File: config.mk
export PLATFORM = sky130hd
export DESIGN_NAME = tmp_front
export DESIGN_NICKNAME = d
export VERILOG_FILES = /design/src/hdl/tmp_pkg.sv /design/src/hdl/tmp_front.sv
export SDC_FILE = /design/constraint.sdc
export NUM_CORES = 1
export LEC_CHECK = 0
export ABC_AREA = 1
export BUFFER_PORTS_ARGS = -buffer_cell sky130_fd_sc_hd__clkbuf_2
export CORE_ASPECT_RATIO = 0.75
export CORE_UTILIZATION = 35
export DETAILED_ROUTE_END_ITERATION = 8
export GPL_TIMING_DRIVEN = 0
export PLACE_DENSITY = 0.63
export SLEW_MARGIN = 15
export SYNTH_ARGS = -nofsm -noshare
export SYNTH_HDL_FRONTEND = slang
export SYNTH_SLANG_ARGS = --single-unit
File: constraint.sdc
create_clock -name clk -period 5.7 [get_ports clk]
set_clock_uncertainty 0.2 [all_clocks]
set_input_delay 1.14 -clock clk [delete_from_list [all_inputs] [get_ports clk]]
set_output_delay 1.14 -clock clk [all_outputs]
set_load 0.02 [all_outputs]
File: src/hdl/tmp_pkg.sv
// Shared types, widths and codes for the trapezoidal motion profile.
// No dependencies; every other file imports this package.
package tmp_pkg;

	localparam int FRAC_BITS = 16;
	localparam int VAL_W     = 24;
	localparam int TIME_W    = 28;
	localparam int CFG_IDX_W = 2;
	localparam int NUM_W     = VAL_W + 2 * FRAC_BITS;
	localparam int REM_W     = VAL_W + 1;
	localparam int ROOT_W    = NUM_W / 2;
	localparam int SREM_W    = ROOT_W + 2;
	localparam int TS_W      = VAL_W + FRAC_BITS + 1;
	localparam int TT_W      = TS_W + 1;
	localparam int OP_W      = TIME_W + 1;
	localparam int PROD_W    = VAL_W + OP_W;
	localparam int CNT_W     = $clog2(NUM_W);

	localparam logic [CFG_IDX_W-1:0] REG_LEN = 2'd0;
	localparam logic [CFG_IDX_W-1:0] REG_VEL = 2'd1;
	localparam logic [CFG_IDX_W-1:0] REG_ACC = 2'd2;

	typedef enum logic [1:0] {
		PH_ACCEL  = 2'd0,
		PH_CRUISE = 2'd1,
		PH_DECEL  = 2'd2,
		PH_DONE   = 2'd3
	} phase_t;

	typedef enum logic [2:0] {
		S_MUL_LA,
		S_MUL_VV,
		S_DIV_TS,
		S_DIV_TC,
		S_DIV_RAD,
		S_SQRT,
		S_FINAL,
		S_READY
	} st_t;

	typedef struct packed {
		logic              busy;
		logic [VAL_W-1:0]  len;
		logic [VAL_W-1:0]  vel;
		logic [VAL_W-1:0]  acc;
		logic [TS_W-1:0]   ts;
		logic [TS_W-1:0]   tc;
		logic [TT_W-1:0]   tt;
	} prof_t;

	typedef struct packed {
		phase_t            phase;
		logic [OP_W-1:0]   op;
	} item_t;

endpackage

File: src/hdl/tmp_front.sv
// Front end: accepts time items, classifies the phase and queues them (two entries).
// Uses tmp_pkg; profile times come from tmp_setup.
module tmp_front import tmp_pkg::*; (
	input  logic              clk,
	input  logic              arst_n,
	input  prof_t             prof,
	input  logic              in_valid,
	output logic              in_ready,
	input  logic [TIME_W-1:0] elapsed_time,
	input  logic              pop,
	output logic              head_valid,
	output item_t             head
);

	item_t mem_q [2];
	item_t cls;
	logic wr_q, rd_q, push, pop_ok;
	logic [1:0] cnt_q;

	always_comb begin
		cls.op = '0;
		if (TS_W'(elapsed_time) < prof.ts) begin
			cls.phase = PH_ACCEL;
			cls.op    = OP_W'(elapsed_time);
		end else if (TS_W'(elapsed_time) < prof.tc) begin
			cls.phase = PH_CRUISE;
			cls.op    = OP_W'((TS_W'(elapsed_time) << 1) - prof.ts);
		end else if (TT_W'(elapsed_time) < prof.tt) begin
			cls.phase = PH_DECEL;
			cls.op    = OP_W'(prof.tt - TT_W'(elapsed_time));
		end else begin
			cls.phase = PH_DONE;
		end
	end

	assign in_ready   = !prof.busy && cnt_q != 2'd2;
	assign push       = in_valid && in_ready;
	assign head_valid = cnt_q != 2'd0;
	assign pop_ok     = pop && head_valid;
	assign head       = mem_q[rd_q];

	always_ff @(posedge clk or negedge arst_n) begin
		if (!arst_n) begin
			wr_q  <= 1'b0;
			rd_q  <= 1'b0;
			cnt_q <= '0;
		end else begin
			if (push) wr_q <= !wr_q;
			if (pop_ok) rd_q <= !rd_q;
			cnt_q <= cnt_q + 2'(push) - 2'(pop_ok);
		end
	end

	always_ff @(posedge clk) begin
		if (push) mem_q[wr_q] <= cls;
	end

endmodule

==> flow_metrics.tcl <==
set metrics [dict create \
    run_status "finished, final reports clean" \
    drt-vias-per-instance 4.65 \
    ys_seq_area_frac 0.196 \
    fp.dieArea_mm2 0.0293 \
    synth_cells 1660 \
    ys_types 44 \
    area_growth_pct 18.0 \
    fp.dieH_um 148 \
    root_buffer "clkbuf_16" \
    core_area_mm2 0.0281 \
    mostFrequentLayoutCells "nand2_1 (649), inv_1 (327), clkbuf_2 (189)" \
    hold_class "flop to flop" \
    worst_pin_slew_ns 0.523 \
    layout-drive-gt1-share 0.145 \
    first_pass_iters 6 \
    fin_tns_setup_ns 0 \
    peakVddDrop_mv 0.165 \
    syn-num-nets 2030 \
    max_freq_ghz 0.278 \
    ant_nets 0 \
    cts.sinks 66 \
    netlist_area_mm2 0.0100 \
    routabilityCongestion 0.944 \
    antenna_found_initial 0 \
    path_clk_slew_ns 0.05 \
    yosys_warnings 0 \
    worst_slack_ns 2.10 \
    cp-endpoint "mem_q[0][21]$_DFFE_PP_" \
    post-place-ws_ns 1.85 \
    port_buffers 189 \
    routed_wl_mm 32.0 \
    cts_tree "yes" \
    final_common_cell "nand2_1" \
    power_density_mw_per_mm2 209 \
    rsz0062_at_grt "no" \
    cts_made_buffers 9 \
    crit_type "input port to flop" \
    detail_route.wl_per_cell_um 14.2 \
    clockBufferDepth 2 \
    ff2ff_path_depth 4 \
    post_cts_resized 0 \
    finalPower_mw 2.46 \
    fin_crit_sh 0.632 \
    rows 53 \
    rrSetupSlack_ns 3.81 \
    hold_viol 0 \
    critPathLaunch "elapsed_time[16]" \
    synth.area.top_cells "nand2_1 (24%), edfxtp_1 (19%), ha_1 (17%)" \
    die_w_um 197 \
    syn_area_per_cell_um2 6.03 \
    yosys.area.top_type "nand2_1" \
    cp_data_arrival_time_ns 3.55 \
    cts_htree_levels 3 \
    synth-seq-cells 66 \
    drt_iter0_markers 696 \
    place_area_mm2 0.0115 \
    crit_path_end_kind "flop" \
    timing.rr.end "mem_q[0][2]$_DFFE_PP_" \
    leakagePower_nw 7.05 \
    reg2reg_from "cnt_q[1]$_DFF_PN0_" \
    grt_pass1_wl_mm 49.6 \
    gr-usage-all-layers 0.220 \
    worstSetupStartpointType "input port" \
    synth_top_cell_area_share 0.243 \
    hold_buffers 0 \
    cp_max_fo 10 \
    io_pins 262 \
    fin_nets 2232 \
    clk_latency_ns 0.33 \
    slew_headroom 0.651 \
    grt_max_degree 28 \
    grt_overflow_total 0 \
    drv_slew 0 \
    cts_setup_buffers 0 \
    grt_pass1_vias 9543 \
    final_area_mm2 0.0118 \
    crit_required_ns 5.65 \
    min_period_ns 3.60 \
    initial_utilization 0.357 \
    drv_cap 0 \
    setup_viol 0 \
    nFillCells 3032 \
    routed-via-count 10477 \
    post-route-drc-count 0 \
    dpl.hpwl_mm 27.8 \
]
==> layer usage <==
metal	up-vias	track usage	part of all wire
met1	4635	0.330	0.50
met3	40	0.0222	0.061
met4	0	0.0562	0.019
met5	-	0	0
li1	5500	-	-
met2	302	0.332	0.42
==> state kept, by name, indices dropped and copies added (netlist names) <==
register / count
mem_q: 62
cnt_q: 2
rd_q: 1
wr_q: 1
==> Yosys cell counts (all sizes together) <==
library cell / n
inv: 331
o21a: 2
clkinv: 2
nor2: 171
or2: 4
clkbuf: 6
a21oi: 65
and3: 1
o211ai: 2
o22ai: 1
xor2: 17
nor4: 2
nand3: 99
dfrtp: 4
nand3b: 11
a21boi: 2
o21bai: 6
xnor2: 14
nor4b: 1
and2: 5
a21o: 5
nand4: 13
nor3b: 1
nor3: 12
nand2: 661
o21ai: 8
fa: 2
ha: 139
buf: 11
edfxtp: 62
==> worst max-delay path, cell delays in order <==
cell and delay [ns]:
clkbuf_2 0.18, ha_1 0.35, a21o_1 0.19, nor2_1 0.26
nand2_1 0.18, nand2_1 0.10, nand3_1 0.10, nor2_4 0.24
buf_2 0.28, nand3_1 0.15, nand2_1 0.10, nand2_1 0.06
nand2_1 0.19
==> cells by family (layout without fill, tap and decap cells) <==
logic type	after synthesis	in the layout	share of synthesized area
xor+xnor	31	31	0.0271
compound gates	91	91	0.0510
fa+ha+maj	141	141	0.178
simple gates	981	981	0.412
flops	66	66	0.196
buf+inv	350	557	0.136
other cells	0	2	0
==> through the flow <==
stage	hold slack, ns	util	instances
finish	0.366	0.421	2254
global route	0.395	0.421	2252
detailed placement	0.359	0.410	2236
floorplan	0.332	-	1660
CTS	0.368	0.421	2252
global placement	0.344	0.408	2234
==> layout make-up <==
class	count	area [um2]	area share
antenna	2	5.00	0.000424
buffer	17	110	0.00932
clock buffer	9	225	0.0191
clock inverter	7	83.8	0.00709
inverter	333	1250	0.106
multi-input combinational	1244	6710	0.567
sequential	66	1960	0.166
tap	385	482	0.0408
timing repair buffer	191	993	0.0841
==> worst min path at each step <==
| stage | startpoint | endpoint | depth (start not counted) |
|---|---|---|---|
| floorplan | cnt_q[1]$_DFF_PN0_ | cnt_q[1]$_DFF_PN0_ | 2 |
| global placement | wr_q$_DFFE_PN0P_ | wr_q$_DFFE_PN0P_ | 2 |
| detailed placement | cnt_q[1]$_DFF_PN0_ | cnt_q[1]$_DFF_PN0_ | 2 |
| CTS | cnt_q[1]$_DFF_PN0_ | cnt_q[1]$_DFF_PN0_ | 2 |
| global route | arst_n | rd_q$_DFFE_PN0P_ | 1 |
| finish | cnt_q[1]$_DFF_PN0_ | cnt_q[1]$_DFF_PN0_ | 2 |
==> where the power goes <==
group | total (mW) | internal [mW] | switching, mW
registers | 0.631 | 0.609 | 0.0221
clock network | 0.570 | 0.377 | 0.193
logic | 1.26 | 0.415 | 0.849
(Power assumes the default switching activity.)
