### config.mk
export PLATFORM = sky130hd
export DESIGN_NAME = tmp_back
export DESIGN_NICKNAME = d
export VERILOG_FILES = /design/src/hdl/tmp_pkg.sv /design/src/hdl/tmp_back.sv
export SDC_FILE = /design/constraint.sdc
export NUM_CORES = 2
export LEC_CHECK = 0
export BUFFER_PORTS_ARGS = -buffer_cell sky130_fd_sc_hd__buf_2
export CAP_MARGIN = 20
export CORE_MARGIN = 5
export CORE_UTILIZATION = 50
export CTS_BUF_LIST = sky130_fd_sc_hd__clkbuf_16
export DETAILED_ROUTE_END_ITERATION = 7
export MAX_ROUTING_LAYER = met4
export PLACE_DENSITY = 0.73
export SYNTH_ARGS = -nofsm -noshare
export SYNTH_HDL_FRONTEND = slang
export SYNTH_SLANG_ARGS = --single-unit
### constraint.sdc
create_clock -name clk -period 31.9 [get_ports clk]
set_clock_uncertainty 0.2 [all_clocks]
set_input_delay 6.38 -clock clk [delete_from_list [all_inputs] [get_ports clk]]
set_output_delay 6.38 -clock clk [all_outputs]
set_load 0.005 [all_outputs]
### src/hdl/tmp_pkg.sv
// Shared types, widths and codes for the trapezoidal motion profile.
// No dependencies; every other file imports this package.
package tmp_pkg;

	localparam int FRAC_BITS = 16;
	localparam int VAL_W     = 24;
	localparam int TIME_W    = 28;
	localparam int CFG_IDX_W = 2;
	localparam int NUM_W     = VAL_W + 2 * FRAC_BITS;
	localparam int REM_W     = VAL_W + 1;
	localparam int ROOT_W    = NUM_W / 2;
	localparam int SREM_W    = ROOT_W + 2;
	localparam int TS_W      = VAL_W + FRAC_BITS + 1;
	localparam int TT_W      = TS_W + 1;
	localparam int OP_W      = TIME_W + 1;
	localparam int PROD_W    = VAL_W + OP_W;
	localparam int CNT_W     = $clog2(NUM_W);

	localparam logic [CFG_IDX_W-1:0] REG_LEN = 2'd0;
	localparam logic [CFG_IDX_W-1:0] REG_VEL = 2'd1;
	localparam logic [CFG_IDX_W-1:0] REG_ACC = 2'd2;

	typedef enum logic [1:0] {
		PH_ACCEL  = 2'd0,
		PH_CRUISE = 2'd1,
		PH_DECEL  = 2'd2,
		PH_DONE   = 2'd3
	} phase_t;

	typedef enum logic [2:0] {
		S_MUL_LA,
		S_MUL_VV,
		S_DIV_TS,
		S_DIV_TC,
		S_DIV_RAD,
		S_SQRT,
		S_FINAL,
		S_READY
	} st_t;

	typedef struct packed {
		logic              busy;
		logic [VAL_W-1:0]  len;
		logic [VAL_W-1:0]  vel;
		logic [VAL_W-1:0]  acc;
		logic [TS_W-1:0]   ts;
		logic [TS_W-1:0]   tc;
		logic [TT_W-1:0]   tt;
	} prof_t;

	typedef struct packed {
		phase_t            phase;
		logic [OP_W-1:0]   op;
	} item_t;

endpackage

### src/hdl/tmp_back.sv
// Back end: five-stage pipeline computing velocity and position from a queued item.
// Uses tmp_pkg; two registered multiplies, output register is the last stage.
module tmp_back import tmp_pkg::*; (
	input  logic              clk,
	input  logic              arst_n,
	input  prof_t             prof,
	input  logic              head_valid,
	input  item_t             head,
	output logic              pop,
	output logic              out_valid,
	input  logic              out_ready,
	output logic [VAL_W-1:0]  position,
	output logic [VAL_W-1:0]  velocity,
	output logic [1:0]        phase
);

	logic adv;
	logic vld_s1, vld_s2, vld_s3, vld_s4, vld_s5;
	phase_t ph_s1, ph_s2, ph_s3, ph_s4, ph_s5;
	logic [OP_W-1:0] op_s1, op_s2, op_s3;
	logic [PROD_W-1:0] p1_s2, p2_s4, p1_sh, p2_sh;
	logic [VAL_W-1:0] vel_s3, vel_s4, vel_s5, pos_s5, vel_c, pos_c;
	logic [PROD_W-1:0] cpos_s3;

	assign adv = !vld_s5 || out_ready;
	assign pop = adv && head_valid;

	assign p1_sh = p1_s2 >> FRAC_BITS;
	assign p2_sh = p2_s4 >> (FRAC_BITS + 1);

	always_comb begin
		case (ph_s2)
			PH_CRUISE: vel_c = prof.vel;
			PH_DONE:   vel_c = '0;
			default:   vel_c = (p1_sh > PROD_W'({VAL_W{1'b1}})) ? '1 : VAL_W'(p1_sh);
		endcase
		case (ph_s4)
			PH_CRUISE: pos_c = (p2_s4 > PROD_W'(prof.len)) ? prof.len : VAL_W'(p2_s4);
			PH_ACCEL:  pos_c = (p2_sh > PROD_W'(prof.len)) ? prof.len : VAL_W'(p2_sh);
			PH_DECEL:  pos_c = (p2_sh >= PROD_W'(prof.len)) ? '0
			                   : prof.len - VAL_W'(p2_sh);
			default:   pos_c = prof.len;
		endcase
	end

	always_ff @(posedge clk or negedge arst_n) begin
		if (!arst_n) begin
			{vld_s1, vld_s2, vld_s3, vld_s4, vld_s5} <= '0;
		end else if (adv) begin
			{vld_s1, vld_s2, vld_s3, vld_s4, vld_s5} <= {head_valid, vld_s1, vld_s2, vld_s3, vld_s4};
		end
	end

	always_ff @(posedge clk) begin
		if (adv) begin
			ph_s1   <= head.phase;
			op_s1   <= head.op;
			ph_s2   <= ph_s1;
			op_s2   <= op_s1;
			p1_s2   <= ((ph_s1 == PH_CRUISE) ? prof.vel : prof.acc) * op_s1;
			ph_s3   <= ph_s2;
			op_s3   <= op_s2;
			vel_s3  <= vel_c;
			cpos_s3 <= p1_s2 >> (FRAC_BITS + 1);
			ph_s4   <= ph_s3;
			vel_s4  <= vel_s3;
			p2_s4   <= (ph_s3 == PH_CRUISE) ? cpos_s3 : vel_s3 * op_s3;
			ph_s5   <= ph_s4;
			vel_s5  <= vel_s4;
			pos_s5  <= pos_c;
		end
	end

	assign out_valid = vld_s5;
	assign position  = pos_s5;
	assign velocity  = vel_s5;
	assign phase     = ph_s5;

endmodule

==> impl_summary.log <==
INFO  metric final_layout_size_suffix_gt1_share = under 10%
INFO  metric yosys_warnings = 0
INFO  metric drv_slew = 0
INFO  metric crit_required = 32.09 ns
INFO  metric drtAntennaViolNets = 0
INFO  metric worst_setup_path_start_kind = input port
INFO  metric gp_congestion = between 0.9 and 1
INFO  metric cp_common_cell = fa_1
INFO  metric slowest_stage = mux2_2
INFO  metric dr_wl_met2 = between 70 and 80 mm
INFO  metric cts_htree_levels = 2
INFO  metric number_of_buffers_inserted_to_repair_setup_after_cts = 0
INFO  metric run_status = finished, final reports clean
INFO  metric dp_hpwl = approximately 120 mm
INFO  metric clock_latency = 0.62 ns
INFO  metric max-clock-path-buffers = 3
INFO  metric mappedNetlistNets = between 8k and 9k
INFO  metric dr_wl_met3 = about 13 mm
INFO  metric die_boundary_height = around 350 um
INFO  metric initial_core_util = roughly half
INFO  metric hold_path_startpoint = vel_s4[15]
INFO  metric initial_antenna_violation_count = 3
INFO  metric coreArea = about 120000 um^2
INFO  metric numCtsBuffers = slightly above 40
INFO  metric critPathKind = in2reg
INFO  metric cts.reportedPaths.clkPinSlew = about 0.070 ns
INFO  metric final_period_minus_worst_setup_slack = between 10 and 15 ns
INFO  metric final.setup.worst_slack = 17.99 ns
INFO  metric max_freq = between 0.07 and 0.08 GHz
INFO  metric port_buffers = about 160
INFO  metric holdPathEnd = velocity[15]
INFO  metric syn-cell-area = between 50000 and 60000 um^2
INFO  metric setup-tns-final = 0 ns
INFO  metric drv.max_cap_violation_count = 0
INFO  metric layout.filler_cells = between 10k and 15k
INFO  metric routed_via_density = ~5.5
INFO  metric crit_chain = buf_2 > mux2_2 > nand2_1 > fa_1 > inv_1 > fa_1 > inv_1 > fa_1 > inv_1 > fa_1 > fa_1 > fa_1 > inv_1 > fa_1 > inv_1 > ha_1 > o41ai_1 > a31oi_4 > a211oi_1 > o22ai_2 > a41oi_4 > o21ai_4 > a2111o_1 > o311ai_2
INFO  metric max-slew-margin-rel = ~23%
INFO  metric edff_count_synth = roughly 320
INFO  metric critical_path_arrival = 14.11 ns
INFO  metric yosys.cell_types.count = 87
INFO  metric top_layer_reached_by_signal_wires = met4
INFO  metric layout.nets = roughly 8k
INFO  metric root_buffer = clkbuf_16
INFO  metric tritoncts = done
INFO  metric cp.buffers_inverters = 6
INFO  metric holdPathStages = 0
INFO  metric reg2reg_from = ph_s1[1]
INFO  metric drc = 0
INFO  metric reg2reg_depth = 24
INFO  metric post-route-period-util = 43.62%
INFO  metric die_area = 124500 um^2
INFO  metric pin_count = between 200 and 300
INFO  metric crit_family = adder cells
INFO  metric gr-total-overflow = 0
INFO  metric post_synth_inst_count = 6161
INFO  metric worst_slack_at_placement = 17.43 ns
INFO  metric synth_top_area_share = around two fifths
INFO  metric placement_rows = around 130
INFO  metric regToRegEndpoint = p1_s2[49]
INFO  metric synth_async_reset_ratio = 1.543%
INFO  metric yosys_register_bits = 324
INFO  metric worst-slew-pin-transition = between 1 and 1.5 ns
INFO  metric synth_largest_area_cell = fa_1
INFO  metric via_count = ~42k
INFO  metric drt_pass1_iterations = 6
INFO  metric crit_fanout = 29
INFO  metric dominantRegCellSynth = edfxtp_1
INFO  metric worst_setup_path_startpoint = prof[151]
INFO  metric syn_area_per_cell = approximately 9.5 um^2
INFO  metric critical_path.max_stage_delay = ~0.8 ns
INFO  metric cts_num_sinks = approximately 320
INFO  metric global_route.usage.total = between 20% and 30%
INFO  metric synth_top_cells_by_area = fa_1 (40%), edfxtp_1 (16%), ha_1 (9.0%)
INFO  metric regToRegSetupSlack = between 20 and 25 ns
INFO  metric wl_per_cell = between 15 and 20 um
INFO  metric grt_max_degree = around 180
INFO  metric drt_iter0_markers = around 2.9k
INFO  metric commonest_cells_after_routing_fill_and_taps_aside = inv_1 (1396), fa_1 (1184), nand2_1 (944)
INFO  metric final_hold_vio_count = 0
INFO  metric capturing_element_type_of_the_critical_path = flop
INFO  metric dieWidth = 352.9 um
INFO  metric unrepaired_setup_endpoints_after_global_routing = false
INFO  metric cts_resized = 0
INFO  metric detail_route.wirelength = approximately 150 mm
INFO  metric grt_pass1_wl = between 200 and 250 mm
INFO  metric hold_class = reg2reg
INFO  metric layout.cells.most_common = inv_1
INFO  metric first_global_vias = between 40k and 50k
INFO  metric holdBufCountCts = 0
INFO  metric final-setup-viol-count = 0
INFO  metric area_growth_syn_to_layout = 6.429%
INFO  metric synth_sequential_area_ratio = about 17%
INFO  metric wirelength_met1 = around 60 mm
## Yosys cell counts (35+ instances only)
library cell and instances:
and2_1 500, xor2_1 35, o21ai_0 137, a21o_1 74
xnor2_1 60, nand2_1 944, edfxtp_1 319, a21oi_1 152
ha_1 425, inv_1 1394, clkbuf_1 303, fa_1 1184
nor2_1 128, nor2b_1 89
## kinds of logic after synthesis
| logic type | after synthesis | synth area share, % |
|---|---|---|
| flops | 324 | 16.51 |
| simple gates | 1833 | 14.95 |
| xor+xnor | 95 | 1.416 |
| fa+ha+maj | 1609 | 49.37 |
| compound gates | 544 | 6.024 |
| buf+inv | 1718 | 11.01 |
| mux | 38 | 0.7216 |
## metrics by stage
step / utilization, % / hold WS [ns] / area [um^2] / std cells
after floorplan: - / 0.2003 / 58780 / 6161
after global placement: 52.32 / 0.2004 / 60960 / 7606
after detailed placement: 52.39 / 0.2045 / 61040 / 7609
after CTS: 53.59 / 0.2086 / 62440 / 7685
after global routing: 53.68 / 0.2192 / 62550 / 7689
final: 53.69 / 0.2069 / 62560 / 7691
## routing by layer
layer	GRT usage, %	vias up
met5	-	-
met4	8.063	0
met3	4.661	358
met2	41.50	1876
met1	32.22	21480
li1	-	18520
## layout make-up
type / count / area [um^2] / share of cell area, %
diodes: 2 / 5.005 / 0.008000
flip-flops and latches: 324 / 9704 / 15.51
well taps: 1524 / 1907 / 3.048
multi-input cells: 4119 / 42670 / 68.20
clock buffers: 42 / 1051 / 1.680
clock inverters: 34 / 346.6 / 0.5540
inverters: 1395 / 5236 / 8.370
repair buffers: 251 / 1642 / 2.624
## flip-flops by register name (all words and copies together) (netlist names)
name       cells
vel_s3        24
ph_s1          2
phase          2
vel_s4        24
position      24
ph_s2          2
vld_s1         1
velocity      24
out_valid      1
op_s3         29
ph_s4          2
ph_s3          2
vld_s3         1
p1_s2         37
vld_s2         1
p2_s4         53
cpos_s3       36
op_s2         29
op_s1         29
vld_s4         1
## worst max-delay path by stage
stage | endpoint | slack, ns | cells after the start
floorplan | pop | 9.29 | 3
CTS | p1_s2[49] | 18.04 | 24
global placement | p1_s2[50] | 17.45 | 24
finish | p1_s2[49] | 17.99 | 24
global route | p1_s2[50] | 17.75 | 25
detailed placement | p1_s2[49] | 17.43 | 24
Power is left out: the tool's default activity adds up to more than one toggle a clock period on the data nets, which glitch-free logic cannot reach.
