**src/hdl/tmp_pkg.sv**
```systemverilog
// Shared types, widths and codes for the trapezoidal motion profile.
// No dependencies; every other file imports this package.
package tmp_pkg;

	localparam int FRAC_BITS = 16;
	localparam int VAL_W     = 24;
	localparam int TIME_W    = 28;
	localparam int CFG_IDX_W = 2;
	localparam int NUM_W     = VAL_W + 2 * FRAC_BITS;
	localparam int REM_W     = VAL_W + 1;
	localparam int ROOT_W    = NUM_W / 2;
	localparam int SREM_W    = ROOT_W + 2;
	localparam int TS_W      = VAL_W + FRAC_BITS + 1;
	localparam int TT_W      = TS_W + 1;
	localparam int OP_W      = TIME_W + 1;
	localparam int PROD_W    = VAL_W + OP_W;
	localparam int CNT_W     = $clog2(NUM_W);

	localparam logic [CFG_IDX_W-1:0] REG_LEN = 2'd0;
	localparam logic [CFG_IDX_W-1:0] REG_VEL = 2'd1;
	localparam logic [CFG_IDX_W-1:0] REG_ACC = 2'd2;

	typedef enum logic [1:0] {
		PH_ACCEL  = 2'd0,
		PH_CRUISE = 2'd1,
		PH_DECEL  = 2'd2,
		PH_DONE   = 2'd3
	} phase_t;

	typedef enum logic [2:0] {
		S_MUL_LA,
		S_MUL_VV,
		S_DIV_TS,
		S_DIV_TC,
		S_DIV_RAD,
		S_SQRT,
		S_FINAL,
		S_READY
	} st_t;

	typedef struct packed {
		logic              busy;
		logic [VAL_W-1:0]  len;
		logic [VAL_W-1:0]  vel;
		logic [VAL_W-1:0]  acc;
		logic [TS_W-1:0]   ts;
		logic [TS_W-1:0]   tc;
		logic [TT_W-1:0]   tt;
	} prof_t;

	typedef struct packed {
		phase_t            phase;
		logic [OP_W-1:0]   op;
	} item_t;

endpackage

```
**src/hdl/tmp_setup.sv**
```systemverilog
// Configuration registers and the sequencer that derives ramp, cruise and total times.
// Uses tmp_pkg; one shared bit-serial divider and a bit-pair square root unit.
module tmp_setup import tmp_pkg::*; (
	input  logic                 clk,
	input  logic                 arst_n,
	input  logic                 cfg_we,
	input  logic [CFG_IDX_W-1:0] cfg_index,
	input  logic [VAL_W-1:0]     cfg_data,
	output prof_t                prof
);

	logic [VAL_W-1:0] len_q, vel_q, acc_q, v_eff, a_eff, den;
	st_t state_q, state_d;
	logic [CNT_W-1:0] cnt_q;
	logic div_last, sq_last;
	logic [2*VAL_W-1:0] la_q, vv_q;
	logic [NUM_W-1:0] num_q, quo_q, quo_n;
	logic [REM_W-1:0] rem_q, rem_n;
	logic [REM_W:0] rem_sh;
	logic ge;
	logic [SREM_W-1:0] srem_q, srem_n;
	logic [SREM_W+1:0] s_sh, trial;
	logic sge;
	logic [ROOT_W-1:0] root_q, root_n;
	logic [TS_W-1:0] tsd_q, tcd_q, ts_q, tc_q, ts_c, tc_c;
	logic [TT_W-1:0] tt_q;
	logic cruise;

	assign v_eff = (vel_q == '0) ? VAL_W'(1) : vel_q;
	assign a_eff = (acc_q == '0) ? VAL_W'(1) : acc_q;

	always_ff @(posedge clk or negedge arst_n) begin
		if (!arst_n) begin
			len_q <= '0;
			vel_q <= VAL_W'(1) << FRAC_BITS;
			acc_q <= VAL_W'(1) << FRAC_BITS;
		end else if (cfg_we) begin
			case (cfg_index)
				REG_LEN: len_q <= cfg_data;
				REG_VEL: vel_q <= cfg_data;
				REG_ACC: acc_q <= cfg_data;
				default: ;
			endcase
		end
	end

	assign div_last = cnt_q == CNT_W'(NUM_W - 1);
	assign sq_last  = cnt_q == CNT_W'(ROOT_W - 1);

	always_comb begin
		state_d = state_q;
		if (cfg_we) begin
			state_d = S_MUL_LA;
		end else begin
			case (state_q)
				S_MUL_LA:  state_d = S_MUL_VV;
				S_MUL_VV:  state_d = S_DIV_TS;
				S_DIV_TS:  if (div_last) state_d = S_DIV_TC;
				S_DIV_TC:  if (div_last) state_d = S_DIV_RAD;
				S_DIV_RAD: if (div_last) state_d = S_SQRT;
				S_SQRT:    if (sq_last) state_d = S_FINAL;
				S_FINAL:   state_d = S_READY;
				default:   state_d = S_READY;
			endcase
		end
	end

	always_comb begin
		case (state_q)
			S_DIV_TC: den = v_eff;
			default:  den = a_eff;
		endcase
		rem_sh = {rem_q, num_q[NUM_W-1]};
		ge     = rem_sh >= (REM_W+1)'(den);
		rem_n  = ge ? REM_W'(rem_sh - (REM_W+1)'(den)) : REM_W'(rem_sh);
		quo_n  = {quo_q[NUM_W-2:0], ge};
		s_sh   = {srem_q, num_q[NUM_W-1:NUM_W-2]};
		trial  = (SREM_W+2)'({root_q, 2'b01});
		sge    = s_sh >= trial;
		srem_n = sge ? SREM_W'(s_sh - trial) : SREM_W'(s_sh);
		root_n = {root_q[ROOT_W-2:0], sge};
		cruise = la_q > vv_q;
		ts_c   = cruise ? tsd_q : TS_W'(root_q);
		tc_c   = cruise ? tcd_q : TS_W'(root_q);
	end

	always_ff @(posedge clk or negedge arst_n) begin
		if (!arst_n) begin
			state_q <= S_MUL_LA;
			cnt_q   <= '0;
		end else begin
			state_q <= state_d;
			cnt_q   <= (state_d != state_q || cfg_we) ? '0 : cnt_q + CNT_W'(1);
		end
	end

	always_ff @(posedge clk) begin
		case (state_q)
			S_MUL_LA: begin
				la_q  <= len_q * a_eff;
				num_q <= NUM_W'({v_eff, {FRAC_BITS{1'b0}}});
				rem_q <= '0;
			end
			S_MUL_VV: vv_q <= v_eff * v_eff;
			S_DIV_TS, S_DIV_TC, S_DIV_RAD: begin
				quo_q <= quo_n;
				if (div_last) begin
					rem_q <= '0;
					case (state_q)
						S_DIV_TS: begin
							tsd_q <= TS_W'(quo_n);
							num_q <= NUM_W'({len_q, {FRAC_BITS{1'b0}}});
						end
						S_DIV_TC: begin
							tcd_q <= TS_W'(quo_n);
							num_q <= {len_q, {(2*FRAC_BITS){1'b0}}};
						end
						default: begin
							num_q  <= quo_n;
							srem_q <= '0;
							root_q <= '0;
						end
					endcase
				end else begin
					rem_q <= rem_n;
					num_q <= {num_q[NUM_W-2:0], 1'b0};
				end
			end
			S_SQRT: begin
				srem_q <= srem_n;
				root_q <= root_n;
				num_q  <= {num_q[NUM_W-3:0], 2'b00};
			end
			S_FINAL: begin
				ts_q <= ts_c;
				tc_q <= tc_c;
				tt_q <= TT_W'(ts_c) + TT_W'(tc_c);
			end
			default: ;
		endcase
	end

	assign prof.busy = state_q != S_READY;
	assign prof.len  = len_q;
	assign prof.vel  = v_eff;
	assign prof.acc  = a_eff;
	assign prof.ts   = ts_q;
	assign prof.tc   = tc_q;
	assign prof.tt   = tt_q;

endmodule

```
**config.mk**
```make
export PLATFORM = sky130hd
export DESIGN_NAME = tmp_setup
export DESIGN_NICKNAME = d
export VERILOG_FILES = /design/src/hdl/tmp_pkg.sv /design/src/hdl/tmp_setup.sv
export SDC_FILE = /design/constraint.sdc
export NUM_CORES = 2
export LEC_CHECK = 0
export ABC_CLOCK_PERIOD_IN_PS = 18350
export BUFFER_PORTS_ARGS = -buffer_cell sky130_fd_sc_hd__buf_2
export CORE_MARGIN = 2
export CORE_UTILIZATION = 40
export DETAILED_ROUTE_END_ITERATION = 8
export MAX_ROUTING_LAYER = met4
export PLACE_DENSITY_LB_ADDON = 0.15
export SYNTH_ARGS = -nofsm -noshare
export SYNTH_HDL_FRONTEND = slang
export SYNTH_SLANG_ARGS = --single-unit
export TNS_END_PERCENT = 50
```
**constraint.sdc**
```tcl
create_clock -name clk -period 18.35 [get_ports clk]
set_input_delay 2.7525 -clock clk [delete_from_list [all_inputs] [get_ports clk]]
set_output_delay 2.7525 -clock clk [all_outputs]
set_load 0.02 [all_outputs]
```
==> flow_metrics.py <==
metrics = {
    "cts": {
        "clock-sinks": 576,
        "cts_max_path_buffers": 3,
        "htreeDepth": 3,
        "cts-buffers-inserted": 68,
        "cts_hold_buf": 0,
        "clkSlewWorstSetupHoldPaths_ns": 0.06,
        "post-cts-setup-buffers": 0,
        "ctsResizeCount": 0,
        "clockRootBuffer": "clkbuf_16",
        "clk_latency_ns": 0.67,
        "cts_tree": "built",
    },
    "sta": {
        "period_minus_slack_ns": 8.52,
        "tns_ns": 0,
        "clock_skew_ns": 0.0637,
        "setup_viol": 0,
        "period_share_pct": 46.4,
        "grt_setup_unrepaired": "no",
        "slew_violations": 0,
        "fmax_mhz": 117,
        "worst_slew_pin_slew_ns": 1.20,
        "hold_viol": 0,
        "slew_headroom_pct": 18.8,
    },
    "die": {
        "initial_core_util_pct": 40.2,
        "die-area_um2": 162000,
        "die_w_um": 403,
        "rows": 146,
        "io_pins": 226,
        "core-area_um2": 158000,
        "die_y_um": 403,
    },
    "place": {
        "dp_hpwl_um": 134000,
        "place_congestion": 0.904,
        "portBuffers": 225,
    },
    "worst_setup_path": {
        "r2r_cells": 28,
        "cp.required_ns": 18.74,
        "cpMaxStageDelayCell": "dfrtp_1",
        "critPathMaxStageDelay_ns": 0.78,
        "path_common_cell": "fa_1",
        "cp_max_fo": 28,
        "cp-end-kind": "flip-flop",
        "crit_type": "flip-flop to flip-flop",
        "worstPathArrival_ns": 8.90,
        "critPathLaunchType": "flip-flop",
        "r2r_slack_ns": 9.83,
    },
    "route": {
        "viasPerCell": 5.19,
        "route.detailed.drc": 0,
        "first_iter_violations": 2661,
        "wire_per_inst_um": 21.3,
        "vias": 43658,
        "drtPass1Iterations": 6,
        "ant_nets": 0,
        "totalWireLength_um": 179000,
    },
    "global_routing": {
        "first_global_vias": 46476,
        "antenna_found_initial": 6,
        "grt_pass1_wl_um": 281000,
        "grt_usage_pct": 23.3,
        "grt_overflow": 0,
        "grt_max_degree": 82,
    },
    "logic_synthesis": {
        "synth-simple-area-share_pct": 11.7,
        "synth_xor_area_share_pct": 2.37,
        "muxShareOfSynthArea_pct": 3.15,
        "synth_warnings": 0,
        "synth-compound-area-share_pct": 7.96,
        "ys_seq_area_share_pct": 26.6,
        "synth_nets": 7693,
        "syn_inst": 6269,
        "synth_fa_ha_area_share_pct": 38.2,
        "syn_area_um2": 63500,
        "synthArstFlopShare_pct": 14.1,
        "syn_area_per_cell_um2": 10.1,
        "ys.flop_type": "edfxtp_1",
        "ys_ff_latch": 576,
        "synth-edff-count": 495,
        "synth_top_family_by_area": "adder cells",
        "synth_cell_types": 78,
    },
    "run": {
        "maxCapViolCount": 0,
    },
    "layout": {
        "syn2layout_area_growth_pct": 8.50,
        "mostFrequentLayoutCells": "inv_1, fa_1, nand2_1",
        "nets": 7716,
        "final_common_cell": "inv_1",
        "antenna_cells": 0,
        "fillers": 15222,
        "drive_above_1_share_pct": 9.41,
    },
    "run_status": {
        "status": "completed",
    },
    "min_path": {
        "holdPathStages": 0,
        "holdCritPathClass": "flip-flop to flip-flop",
    },
}
[worst max-delay path, delay by kind of cell, from the launching register on]
family	cells	cell delay, ns
compound gates	7	1.69
xor+xnor	1	0.12
fa+ha+maj	8	3.77
buf+inv	7	0.63
flops	1	0.78
simple gates	5	1.23
[per-layer routing]
metal	vias up	part of all wire, %	GRT usage (%)
li1	19974	-	-
met1	22338	43	30.0
met2	1098	48	38.2
met3	248	4.8	2.95
met4	0	3.8	7.87
met5	-	0	-
[Yosys cell counts, types with 8 or more instances]
library cell  instances  area (um^2)
ha_1                487         6090
a22o_1               18          158
a211o_1              11         96.3
xor2_1               63          552
a222oi_1             30          300
o21a_1               20          150
nand3_1              51          255
nor4_1               20          125
o21bai_1             27          203
fa_1                908        18200
o211ai_1             14          105
nor3_1               38          190
and2_1              443         2770
clkbuf_1            351         1320
or3_1                14         87.6
nor2_1              205          769
a22oi_1              12         90.1
a31oi_1              35          219
mux2_2              129         1450
o31ai_1              18          135
a21oi_1             201         1010
dfrtp_1              79         1980
nand4_1              50          313
edfxtp_1            495        14900
a221o_1              18          180
and3_1               18          113
xnor2_1             109          955
o21ai_0              98          490
or2_2                10         62.6
nor2b_1              32          200
a21o_1              128          961
mux2i_1              55          551
nand2b_1             16          100
inv_1              1316         4940
a211oi_1             32          240
o31a_1               10         87.6
o221ai_1              8         70.1
nand2_1             591         2220
[final cells by class]
type	count	area [um^2]	area share, %
clock inverters	46	562	0.815
inverters	1316	4940	7.16
multi-input cells	4009	40400	58.5
flip-flops and latches	576	16900	24.5
clock buffers	79	1750	2.54
well taps	2072	2590	3.76
repair buffers	321	1850	2.68
[final timing paths]
| check | startpoint | endpoint |
|---|---|---|
| max | acc_q[14] | la_q[47] |
| min | quo_q[48] | quo_q[49] |
| max reg2reg | acc_q[14] | la_q[47] |
| min reg2reg | quo_q[48] | quo_q[49] |
| max in group asynchronous | arst_n | len_q[5] |
| min in group asynchronous | arst_n | vel_q[4] |
[cell families after synthesis]
group,Yosys count
buffers and inverters,1684
and+or+nand+nor,1516
muxes,184
xor gates and xnor gates,172
AOI/OAI and AO/OA,742
DFF,576
adders and majority gates,1395
[registers in the layout, indices dropped and copies added (netlist names), 30 cells and up]
register	cells
num_q	56
quo_q	55
tcd_q	41
tsd_q	41
vv_q	47
la_q	48
ts_q	41
tt_q	42
srem_q	30
tc_q	41
[through the flow]
stage          util [%]  hold slack [ns]  std cells  setup WS, ns  area (um^2)
2_1_floorplan         -            0.427       6269         10.84        63500
3_3_place_gp       42.2            0.435       8294          9.82        66600
3_5_place_dp       42.2            0.435       8294          9.89        66600
4_1_cts            43.6            0.450       8419          9.81        68900
5_1_grt            43.6            0.448       8419          9.24        68900
6_report           43.6            0.447       8419          9.83        68900
Power is left out: the tool's default activity adds up to more than one toggle a clock period on the data nets, which glitch-free logic cannot reach.
